===== config.mk =====
export PLATFORM = sky130hd
export DESIGN_NAME = dual_exponential_synapse
export DESIGN_NICKNAME = d
export VERILOG_FILES = /design/src/rtl/dexp_syn_pkg.sv /design/src/rtl/dual_exponential_synapse.sv
export VERILOG_INCLUDE_DIRS = /design/src /design/src/rtl
export SDC_FILE = /design/constraint.sdc
export NUM_CORES = 2
export LEC_CHECK = 0
export ABC_CLOCK_PERIOD_IN_PS = 13800
export BUFFER_PORTS_ARGS = -buffer_cell sky130_fd_sc_hd__buf_4
export CORE_MARGIN = 5
export CORE_UTILIZATION = 65
export DETAILED_ROUTE_END_ITERATION = 10
export PLACE_DENSITY_LB_ADDON = 0.05
export SLEW_MARGIN = 0
export SYNTH_ARGS = -nofsm -noshare
export SYNTH_HDL_FRONTEND = slang
export SYNTH_SLANG_ARGS = --single-unit
export TNS_END_PERCENT = 20

===== constraint.sdc =====
create_clock -name clk -period 13.8 [get_ports clk]
set_input_delay 3.45 -clock clk [delete_from_list [all_inputs] [get_ports clk]]
set_output_delay 3.45 -clock clk [all_outputs]
set_load 0.02 [all_outputs]

===== src/rtl/dual_exponential_synapse_defines.svh =====
// Assertion macros for the dual-exponential synapse.
`ifndef DUAL_EXPONENTIAL_SYNAPSE_DEFINES_SVH
`define DUAL_EXPONENTIAL_SYNAPSE_DEFINES_SVH

// same-cycle implication, sampled on clk, off during reset
`define DES_ASSERT_IMP(label, ante, cons, msg) \
  label: assert property (@(posedge clk) disable iff (!rst_n) (ante) |-> (cons)) \
    else $error(msg);

// next-cycle implication, sampled on clk, off during reset
`define DES_ASSERT_NXT(label, ante, cons, msg) \
  label: assert property (@(posedge clk) disable iff (!rst_n) (ante) |=> (cons)) \
    else $error(msg);

`endif


===== src/rtl/dexp_syn_pkg.sv =====
// Constants and types for the dual-exponential synapse.
`timescale 1ns / 1ps

package dexp_syn_pkg;

  localparam int unsigned STATE_WIDTH_DEF = 32;

  localparam int unsigned IO_W    = 16;
  localparam int unsigned RES_W   = 32;
  localparam int unsigned INC_W   = 29;
  localparam int unsigned CFG_AW  = 5;
  localparam int unsigned CFG_DW  = 32;

  localparam int unsigned SPIKE_SHIFT = 4;
  localparam int unsigned COEF_SHIFT  = 16;
  localparam int unsigned GAIN_SHIFT  = 8;

  localparam logic [IO_W-1:0] NORM_RESET = 16'd4096;

  typedef enum logic [2:0] {
    REG_NORM = 3'd0,
    REG_RISE = 3'd1,
    REG_FALL = 3'd2,
    REG_GMAX = 3'd3,
    REG_EREV = 3'd4
  } reg_idx_t;

  typedef enum logic [8:0] {
    S_IDLE   = 9'b000000001,
    S_SCALE1 = 9'b000000010,
    S_SCALE2 = 9'b000000100,
    S_SCALE3 = 9'b000001000,
    S_DIFF   = 9'b000010000,
    S_GMUL   = 9'b000100000,
    S_GSAT   = 9'b001000000,
    S_IMUL   = 9'b010000000,
    S_ISAT   = 9'b100000000
  } state_t;

endpackage


===== src/rtl/dual_exponential_synapse.sv =====
// Dual-exponential conductance synapse with one shared multiplier under a sequencer.
//
// Input channel (in_valid / in_stall): in_command 0 adds weight times norm_factor to both
// rise and decay states, 1 decays them by one time step. Each transaction yields exactly
// one result transaction (out_valid / out_stall) carrying conductance, current and a
// saturation flag. The user writes registers via the APB-style port only while idle;
// the block does not enforce this. A single 16-bit by max(state width + 1, 32)-bit
// multiplier does every product in turn: spike items need 3 products, tick items need 4.
// The input is stalled until an item's result is loaded into the output register.
// A finished result sits in the output register; the next transaction is accepted and
// worked on meanwhile, and only its final step waits while out_stall holds the previous
// result. Synchronous reset clears both states, the registers to their reset values
// (norm_factor 1.0, others zero) and drops any pending result.
`timescale 1ns / 1ps
`include "dual_exponential_synapse_defines.svh"

module dual_exponential_synapse #(
  parameter int unsigned STATE_WIDTH = dexp_syn_pkg::STATE_WIDTH_DEF
) (
  input  logic                                   clk,
  input  logic                                   rst_n,

  input  logic                                   in_valid,
  output logic                                   in_stall,
  input  logic                                   in_command,
  input  logic signed [dexp_syn_pkg::IO_W-1:0]   in_weight,
  input  logic signed [dexp_syn_pkg::IO_W-1:0]   in_membrane_voltage,

  output logic                                   out_valid,
  input  logic                                   out_stall,
  output logic signed [dexp_syn_pkg::RES_W-1:0]  out_conductance,
  output logic signed [dexp_syn_pkg::RES_W-1:0]  out_current,
  output logic                                   out_saturated,

  input  logic                                   psel,
  input  logic                                   penable,
  input  logic                                   pwrite,
  input  logic [dexp_syn_pkg::CFG_AW-1:0]        paddr,
  input  logic [dexp_syn_pkg::CFG_DW-1:0]        pwdata,
  output logic [dexp_syn_pkg::CFG_DW-1:0]        prdata,
  output logic                                   pready
);

  localparam int unsigned SW    = STATE_WIDTH;
  localparam int unsigned IO_W  = dexp_syn_pkg::IO_W;
  localparam int unsigned RES_W = dexp_syn_pkg::RES_W;
  localparam int unsigned INC_W = dexp_syn_pkg::INC_W;
  localparam int unsigned MA    = (SW + 1 > RES_W) ? SW + 1 : RES_W;
  localparam int unsigned PW    = MA + IO_W;
  localparam int unsigned RW    = PW + 1;
  localparam int unsigned SUMW  = ((SW > INC_W) ? SW : INC_W) + 1;

  localparam logic signed [SUMW-1:0] ST_MAX  = SUMW'({1'b0, {(SW-1){1'b1}}});
  localparam logic signed [SUMW-1:0] ST_MIN  = ~ST_MAX;
  localparam logic [RW-1:0]          POS_LIM = RW'({1'b0, {(RES_W-1){1'b1}}});
  localparam logic [RW-1:0]          NEG_LIM = POS_LIM + RW'(1);

  dexp_syn_pkg::state_t state_r, state_nxt;

  logic [IO_W-1:0]          norm_factor_r, rise_decay_r, fall_decay_r, peak_cond_r;
  logic signed [IO_W-1:0]   rev_pot_r;

  logic                     cmd_r;
  logic signed [IO_W-1:0]   weight_r, volt_r;
  logic signed [SW-1:0]     rise_r, decay_r;
  logic signed [SW:0]       diff_r;
  logic signed [IO_W:0]     drive_r;
  logic signed [RES_W-1:0]  g_r;
  logic [PW-1:0]            prod_r;
  logic                     sat_r;

  logic                     out_valid_r, out_sat_r;
  logic signed [RES_W-1:0]  out_cond_r, out_cur_r;

  logic                     in_acc, cfg_wr, out_load;
  logic [IO_W-1:0]          w_mag;
  logic [SW-1:0]            a_mag, b_mag;
  logic [SW:0]              diff_mag;
  logic [RES_W-1:0]         g_mag;
  logic [IO_W:0]            drive_mag;
  logic [MA-1:0]            mul_a;
  logic [IO_W-1:0]          mul_b;
  logic [PW-1:0]            mul_p;

  logic                     spike_rnd, coef_rnd;
  logic [RW-1:0]            rnd_half, rnd_add, rnd;

  logic [INC_W-2:0]         inc_mag;
  logic signed [SUMW-1:0]   inc_ext, inc, sum_a, sum_b;
  logic signed [SW-1:0]     clip_a, clip_b;
  logic                     ovf_a, ovf_b;

  logic [SW-1:0]            t_mag;
  logic                     coef_sign;
  logic signed [SW-1:0]     coef_val;

  logic                     cur_neg, clip_neg, clip_flag;
  logic signed [RES_W-1:0]  clip_val;

  assign in_acc   = in_valid && !in_stall;
  assign in_stall = (state_r != dexp_syn_pkg::S_IDLE);
  assign out_load = (state_r == dexp_syn_pkg::S_ISAT) && (!out_valid_r || !out_stall);
  assign cfg_wr   = psel && penable && pwrite && pready;
  assign pready   = 1'b1;

  assign out_valid       = out_valid_r;
  assign out_conductance = out_cond_r;
  assign out_current     = out_cur_r;
  assign out_saturated   = out_sat_r;

  // magnitudes
  assign w_mag     = weight_r[IO_W-1] ? (~weight_r + 1'b1) : weight_r;
  assign a_mag     = rise_r[SW-1] ? (~rise_r + 1'b1) : rise_r;
  assign b_mag     = decay_r[SW-1] ? (~decay_r + 1'b1) : decay_r;
  assign diff_mag  = diff_r[SW] ? (~diff_r + 1'b1) : diff_r;
  assign g_mag     = g_r[RES_W-1] ? (~g_r + 1'b1) : g_r;
  assign drive_mag = drive_r[IO_W] ? (~drive_r + 1'b1) : drive_r;

  always_comb begin
    mul_a = '0;
    mul_b = '0;
    unique case (state_r)
      dexp_syn_pkg::S_SCALE1: begin
        if (cmd_r) begin
          mul_a = MA'(a_mag);
          mul_b = rise_decay_r;
        end else begin
          mul_a = MA'(w_mag);
          mul_b = norm_factor_r;
        end
      end
      dexp_syn_pkg::S_SCALE2: begin
        mul_a = MA'(b_mag);
        mul_b = fall_decay_r;
      end
      dexp_syn_pkg::S_GMUL: begin
        mul_a = MA'(diff_mag);
        mul_b = peak_cond_r;
      end
      dexp_syn_pkg::S_IMUL: begin
        mul_a = MA'(g_mag);
        mul_b = drive_mag[IO_W-1:0];
      end
      dexp_syn_pkg::S_IDLE, dexp_syn_pkg::S_SCALE3, dexp_syn_pkg::S_DIFF,
      dexp_syn_pkg::S_GSAT, dexp_syn_pkg::S_ISAT: begin
        mul_a = '0;
        mul_b = '0;
      end
      default: begin
        mul_a = '0;
        mul_b = '0;
      end
    endcase
  end

  assign mul_p = mul_a * mul_b;

  // round to nearest, ties away from zero, on the product magnitude
  assign spike_rnd = (state_r == dexp_syn_pkg::S_SCALE2) && !cmd_r;
  assign coef_rnd  = ((state_r == dexp_syn_pkg::S_SCALE2) && cmd_r) ||
                     (state_r == dexp_syn_pkg::S_SCALE3);

  always_comb begin
    priority if (spike_rnd) begin
      rnd_half = RW'(1) << (dexp_syn_pkg::SPIKE_SHIFT - 1);
    end else if (coef_rnd) begin
      rnd_half = RW'(1) << (dexp_syn_pkg::COEF_SHIFT - 1);
    end else begin
      rnd_half = RW'(1) << (dexp_syn_pkg::GAIN_SHIFT - 1);
    end
    rnd_add = {1'b0, prod_r} + rnd_half;
    priority if (spike_rnd) begin
      rnd = rnd_add >> dexp_syn_pkg::SPIKE_SHIFT;
    end else if (coef_rnd) begin
      rnd = rnd_add >> dexp_syn_pkg::COEF_SHIFT;
    end else begin
      rnd = rnd_add >> dexp_syn_pkg::GAIN_SHIFT;
    end
  end

  // spike increment and state clipping
  assign inc_mag = rnd[INC_W-2:0];
  assign inc_ext = $signed({{(SUMW-INC_W+1){1'b0}}, inc_mag});
  assign inc     = weight_r[IO_W-1] ? -inc_ext : inc_ext;
  assign sum_a   = SUMW'(rise_r) + inc;
  assign sum_b   = SUMW'(decay_r) + inc;

  always_comb begin
    ovf_a = 1'b0;
    ovf_b = 1'b0;
    priority if (sum_a > ST_MAX) begin
      clip_a = ST_MAX[SW-1:0];
      ovf_a  = 1'b1;
    end else if (sum_a < ST_MIN) begin
      clip_a = ST_MIN[SW-1:0];
      ovf_a  = 1'b1;
    end else begin
      clip_a = sum_a[SW-1:0];
    end
    priority if (sum_b > ST_MAX) begin
      clip_b = ST_MAX[SW-1:0];
      ovf_b  = 1'b1;
    end else if (sum_b < ST_MIN) begin
      clip_b = ST_MIN[SW-1:0];
      ovf_b  = 1'b1;
    end else begin
      clip_b = sum_b[SW-1:0];
    end
  end

  // decayed state, sign restored
  assign t_mag     = rnd[SW-1:0];
  assign coef_sign = (state_r == dexp_syn_pkg::S_SCALE3) ? decay_r[SW-1] : rise_r[SW-1];
  assign coef_val  = coef_sign ? (~t_mag + 1'b1) : t_mag;

  // 32-bit result clipping, shared by conductance and current
  assign cur_neg  = ~(g_r[RES_W-1] ^ drive_r[IO_W]);
  assign clip_neg = (state_r == dexp_syn_pkg::S_ISAT) ? cur_neg : diff_r[SW];

  always_comb begin
    clip_flag = 1'b0;
    if (clip_neg) begin
      if (rnd > NEG_LIM) begin
        clip_val  = {1'b1, {(RES_W-1){1'b0}}};
        clip_flag = 1'b1;
      end else begin
        clip_val  = -rnd[RES_W-1:0];
      end
    end else begin
      if (rnd > POS_LIM) begin
        clip_val  = {1'b0, {(RES_W-1){1'b1}}};
        clip_flag = 1'b1;
      end else begin
        clip_val  = rnd[RES_W-1:0];
      end
    end
  end

  always_comb begin
    state_nxt = state_r;
    unique case (state_r)
      dexp_syn_pkg::S_IDLE:   if (in_acc) state_nxt = dexp_syn_pkg::S_SCALE1;
      dexp_syn_pkg::S_SCALE1: state_nxt = dexp_syn_pkg::S_SCALE2;
      dexp_syn_pkg::S_SCALE2: begin
        state_nxt = cmd_r ? dexp_syn_pkg::S_SCALE3 : dexp_syn_pkg::S_DIFF;
      end
      dexp_syn_pkg::S_SCALE3: state_nxt = dexp_syn_pkg::S_DIFF;
      dexp_syn_pkg::S_DIFF:   state_nxt = dexp_syn_pkg::S_GMUL;
      dexp_syn_pkg::S_GMUL:   state_nxt = dexp_syn_pkg::S_GSAT;
      dexp_syn_pkg::S_GSAT:   state_nxt = dexp_syn_pkg::S_IMUL;
      dexp_syn_pkg::S_IMUL:   state_nxt = dexp_syn_pkg::S_ISAT;
      dexp_syn_pkg::S_ISAT:   if (out_load) state_nxt = dexp_syn_pkg::S_IDLE;
      default:                state_nxt = dexp_syn_pkg::S_IDLE;
    endcase
  end

  always_comb begin
    unique case (dexp_syn_pkg::reg_idx_t'(paddr[4:2]))
      dexp_syn_pkg::REG_NORM: prdata = {16'd0, norm_factor_r};
      dexp_syn_pkg::REG_RISE: prdata = {16'd0, rise_decay_r};
      dexp_syn_pkg::REG_FALL: prdata = {16'd0, fall_decay_r};
      dexp_syn_pkg::REG_GMAX: prdata = {16'd0, peak_cond_r};
      dexp_syn_pkg::REG_EREV: prdata = {{16{rev_pot_r[IO_W-1]}}, rev_pot_r};
      default:                prdata = '0;
    endcase
  end

  always_ff @(posedge clk) begin
    if (!rst_n) begin
      state_r       <= dexp_syn_pkg::S_IDLE;
      norm_factor_r <= dexp_syn_pkg::NORM_RESET;
      rise_decay_r  <= '0;
      fall_decay_r  <= '0;
      peak_cond_r   <= '0;
      rev_pot_r     <= '0;
      rise_r        <= '0;
      decay_r       <= '0;
      sat_r         <= 1'b0;
      out_valid_r   <= 1'b0;
    end else begin
      state_r <= state_nxt;

      if (cfg_wr) begin
        unique case (dexp_syn_pkg::reg_idx_t'(paddr[4:2]))
          dexp_syn_pkg::REG_NORM: norm_factor_r <= pwdata[IO_W-1:0];
          dexp_syn_pkg::REG_RISE: rise_decay_r  <= pwdata[IO_W-1:0];
          dexp_syn_pkg::REG_FALL: fall_decay_r  <= pwdata[IO_W-1:0];
          dexp_syn_pkg::REG_GMAX: peak_cond_r   <= pwdata[IO_W-1:0];
          dexp_syn_pkg::REG_EREV: rev_pot_r     <= pwdata[IO_W-1:0];
          default: ;
        endcase
      end

      if (in_acc) begin
        sat_r <= 1'b0;
      end else if (spike_rnd) begin
        rise_r  <= clip_a;
        decay_r <= clip_b;
        sat_r   <= sat_r | ovf_a | ovf_b;
      end else if ((state_r == dexp_syn_pkg::S_SCALE2) && cmd_r) begin
        rise_r  <= coef_val;
      end else if (state_r == dexp_syn_pkg::S_SCALE3) begin
        decay_r <= coef_val;
      end else if (state_r == dexp_syn_pkg::S_GSAT) begin
        sat_r   <= sat_r | clip_flag;
      end

      if (out_load) begin
        out_valid_r <= 1'b1;
      end else if (out_valid_r && !out_stall) begin
        out_valid_r <= 1'b0;
      end
    end
  end

  always_ff @(posedge clk) begin
    if (in_acc) begin
      cmd_r    <= in_command;
      weight_r <= in_weight;
      volt_r   <= in_membrane_voltage;
    end
    if ((state_r == dexp_syn_pkg::S_SCALE1) || (state_r == dexp_syn_pkg::S_SCALE2) ||
        (state_r == dexp_syn_pkg::S_GMUL) || (state_r == dexp_syn_pkg::S_IMUL)) begin
      prod_r <= mul_p;
    end
    if (state_r == dexp_syn_pkg::S_DIFF) begin
      diff_r  <= {decay_r[SW-1], decay_r} - {rise_r[SW-1], rise_r};
      drive_r <= {volt_r[IO_W-1], volt_r} - {rev_pot_r[IO_W-1], rev_pot_r};
    end
    if (state_r == dexp_syn_pkg::S_GSAT) begin
      g_r <= clip_val;
    end
    if (out_load) begin
      out_cond_r <= g_r;
      out_cur_r  <= clip_val;
      out_sat_r  <= sat_r | clip_flag;
    end
  end

  `DES_ASSERT_NXT(a_accept_starts, in_acc, state_r == dexp_syn_pkg::S_SCALE1, "start missed")
  `DES_ASSERT_IMP(a_result_source, $rose(out_valid_r), $past(out_load), "stray result")
  `DES_ASSERT_IMP(a_tick_no_clip, cmd_r && (state_r == dexp_syn_pkg::S_DIFF), !sat_r, "tick clip")

endmodule


==> impl_results.md <==
- Status: finished clean
- Setup tns final: 0 ns
- Seq pwr share: 41.2%
- Share of cells above drive strength 1: 8.279%
- Multi-input logic area: 0.03116 mm2
- Final HPWL DP: 106.8 mm
- Worst hold path type: reg2reg
- Worst-path fanout max: 16
- Post-synth EDFFs: 226
- Pre-antenna DRT Iters: 7
- R2r setup slk: 2.60 ns
- Number of DRC markers in iteration 0: 4,115
- Clk buf depth: 3
- FF-to-FF path depth: 31
- Synth Instances: 5,119
- CTS tree: yes
- Fill cells: 5,450
- Fin. Hold Viols: 0
- Hold Path End: norm_factor_r[7]
- Number of global-route vias before repair: 38,683
- Most common library cells after synthesis: 794 x nand2_1, 564 x inv_1, 436 x fa_1
- Slew HR: 7.704%
- Core Region: 0.06728 mm2
- Placer congestion estimate: 1.033
- Sw power: 0.0008569 W
- Seq/Total Area, Yosys: 22.40%
- Final setup viols: 0
- Register bit total from synthesis: 381
- Gr usage total: 38.50%
- Endpoint type of the worst setup path: register
- R2r endpoint: prod_r[48]
- Vias per cell: 6.417
- Max Transition Viols Final: 0
- Nets: 5,886
- Syn_area_per_cell: 8.624 um2
- Worst path slowest cell: a221o_1
- Die area: 0.07323 mm2
- WP data required: 14.17 ns
- Clk_skew: 0.02888 ns
- H-tree depth: 2
- Top cell type's share of synthesized area: 19.77%
- Syn Nets: 5,874
- Internal power component: 0.002146 W
- Critical path's most frequent cell: fa_1
- Crit-path max cell delay: 0.79 ns
- Cell taking the most area after synthesis: fa_1
- WHS Path Cells: 2
- R2R Path Start: g_r[2]
- Worst Max-Slew Pin Slew: 1.346 ns
- Final ANT Viol Nets: 0
- CTS Hold Bufs: 0
- Clk Tree Root Cell: clkbuf_16
- Antenna diodes: 0
- Largest net degree at the start of global routing: 92
- DR WL/cell: 23.60 um
- Beginning of the worst hold path: norm_factor_r[7]
- Synth unique cells: 102
- RSZ-0062 raised after global routing: no
- Die Span X: 270.6 um
- Clock Power Share: 44.2%
- Vias post-DR: 38,775
- Peak VDD IR: 83.48 uV
- Comb power frac: 14.5%
- Ys flop type: edfxtp_1
- Critical path class: reg2reg
- Sinks on Clock Net: 381
- FF+latch area: 0.009889 mm2
- Worst EP arrival: 11.57 ns
- Aggregate routed wire length: 142.6 mm
- Synth Cell Area: 0.04415 mm2
- Sw Share: 28.54%
- LEAKAGE: 20.50 nW
- Die H: 270.6 um
- Top-count cell post-synth: nand2_1
- Min Tclk post-route: 11.20 ns
- CP Launch Type: register
- Port bufs: 157
- Power Density: 62.98 mW/mm2
- Clock-pin slew on the worst setup and hold paths: 0.06 ns
- PostCTS Resize Cnt: 0
- Worst skew pair latency: 0.62 ns
- Initial antenna violation count: 1
- Area delta synth->final: 7.987%
- GRT overflow: 0
- Part of the cycle the worst path needs: 81.18%
- Final routed DRC violation total: 0
- Site Rows: 95
- Ranking of synthesized cells by area: fa_1 20%, edfxtp_1 15%, dfxtp_1 7.0%, ha_1 6.9%, nand2_1 6.8%
- Warnings, synthesis: 0
- MaxCap Viol Count: 0
- Final Util: 70.86%
- First-pass GRT wire length: 222.2 mm
- Io pins: 177
- Num CTS Buffers: 47
- Fmax: 89.27 MHz
- Initial core utilization: 65.62%
- Synth async-reset ratio: 0%
- Buffer count from post-CTS setup fixing: 0
[power by group through the flow]
stage               registers, W  clock network [W]  logic, W
detailed placement       0.00126                  0  0.000422
finish                   0.00124            0.00133  0.000436
global route             0.00124            0.00139  0.000468
global placement         0.00126                  0  0.000418
CTS                      0.00124            0.00133  0.000426
floorplan                0.00125                  0  0.000304
[worst max-delay path by stage]
stage            endpoint  slack, ns  cells after the start  startpoint
2_1_floorplan  prod_r[48]       4.15                     35   diff_r[1]
3_3_place_gp   prod_r[48]       2.74                     34   diff_r[0]
3_5_place_dp   prod_r[48]       2.67                     31      g_r[2]
5_1_grt        prod_r[48]       2.12                     31      g_r[2]
4_1_cts        prod_r[48]       2.64                     31      g_r[2]
6_report       prod_r[48]       2.60                     31      g_r[2]
[layout by cell type, fill, tap and decap left out, drive strengths merged, types with 29 or more instances in the layout]
cell type,count
a21boi,82
a21o,50
a21oi,250
a31oi,81
and2,54
buf,237
clkbuf,50
dfxtp,155
edfxtp,226
fa,436
ha,242
inv,573
mux2i,73
nand2,794
nand2b,58
nand3,118
nand4,46
nor2,227
nor2b,131
nor3,60
o21a,29
o21ai,269
o22ai,38
o31ai,57
or3,38
or4,30
xnor2,240
xor2,115
[registers in the layout (all words and copies together) (netlist names)]
signal and flops:
weight_r 16, peak_cond_r 16, fall_decay_r 16, out_current 32, rise_decay_r 16, rise_r 32
cmd_r 1, diff_r 33, prod_r 46, norm_factor_r 16, out_valid 1, g_r 32
rev_pot_r 16, volt_r 16, sat_r 1, state_r 9, out_conductance 32, decay_r 32
drive_r 17, out_saturated 1
[worst max-delay path: cells and delay by family (launching register included)]
family                     cells  cell delay (ns)
AOI/OAI and AO/OA             13             4.19
adders and majority gates      7             3.41
and+or+nand+nor                6             2.31
DFF                            1             0.58
xor gates and xnor gates       2             0.28
buffers and inverters          3             0.16
[per-stage QoR]
step,instance area [um2],total power [W],hold slack [ns],setup slack [ns],cells
floorplan,44150,0.001556,0.4244,4.150,5119
global placement,46040,0.001678,0.4631,2.744,5955
detailed placement,46040,0.001683,0.4715,2.668,5955
CTS,47670,0.002996,0.4792,2.639,6043
global route,47670,0.003092,0.5061,2.124,6043
finish,47670,0.003002,0.4835,2.598,6043
[routing by layer]
layer	GRT usage [%]	vias up	routed length [um]
met5	0	-	13
met4	17.97	2	7926
met3	6.911	425	14800
met2	62.55	2179	65270
met1	50.52	18731	54610
li1	-	17438	-
[kinds of logic after synthesis]
group                    Yosys count  share of synthesized area [%]
AND/OR/NAND/NOR                 1679                          18.10
AO/OA/AOI/OAI                   1097                          16.28
multiplexers                      87                          2.072
buffers and inverters            840                          7.412
adder cells (fa/ha/maj)          678                          26.63
other                              1                       0.008495
XOR/XNOR                         356                          7.097
flip-flops                       381                          22.40
[cell type report]
| class | instances | share of cell area, % |
|---|---|---|
| multi-input combinational | 3898 | 65.36 |
| sequential | 381 | 20.74 |
| inverter | 566 | 4.457 |
| timing repair buffer | 237 | 3.732 |
| clock buffer | 50 | 2.491 |
| tap | 873 | 2.291 |
| clock inverter | 38 | 0.9291 |
Power figures use the tool's default switching activity.
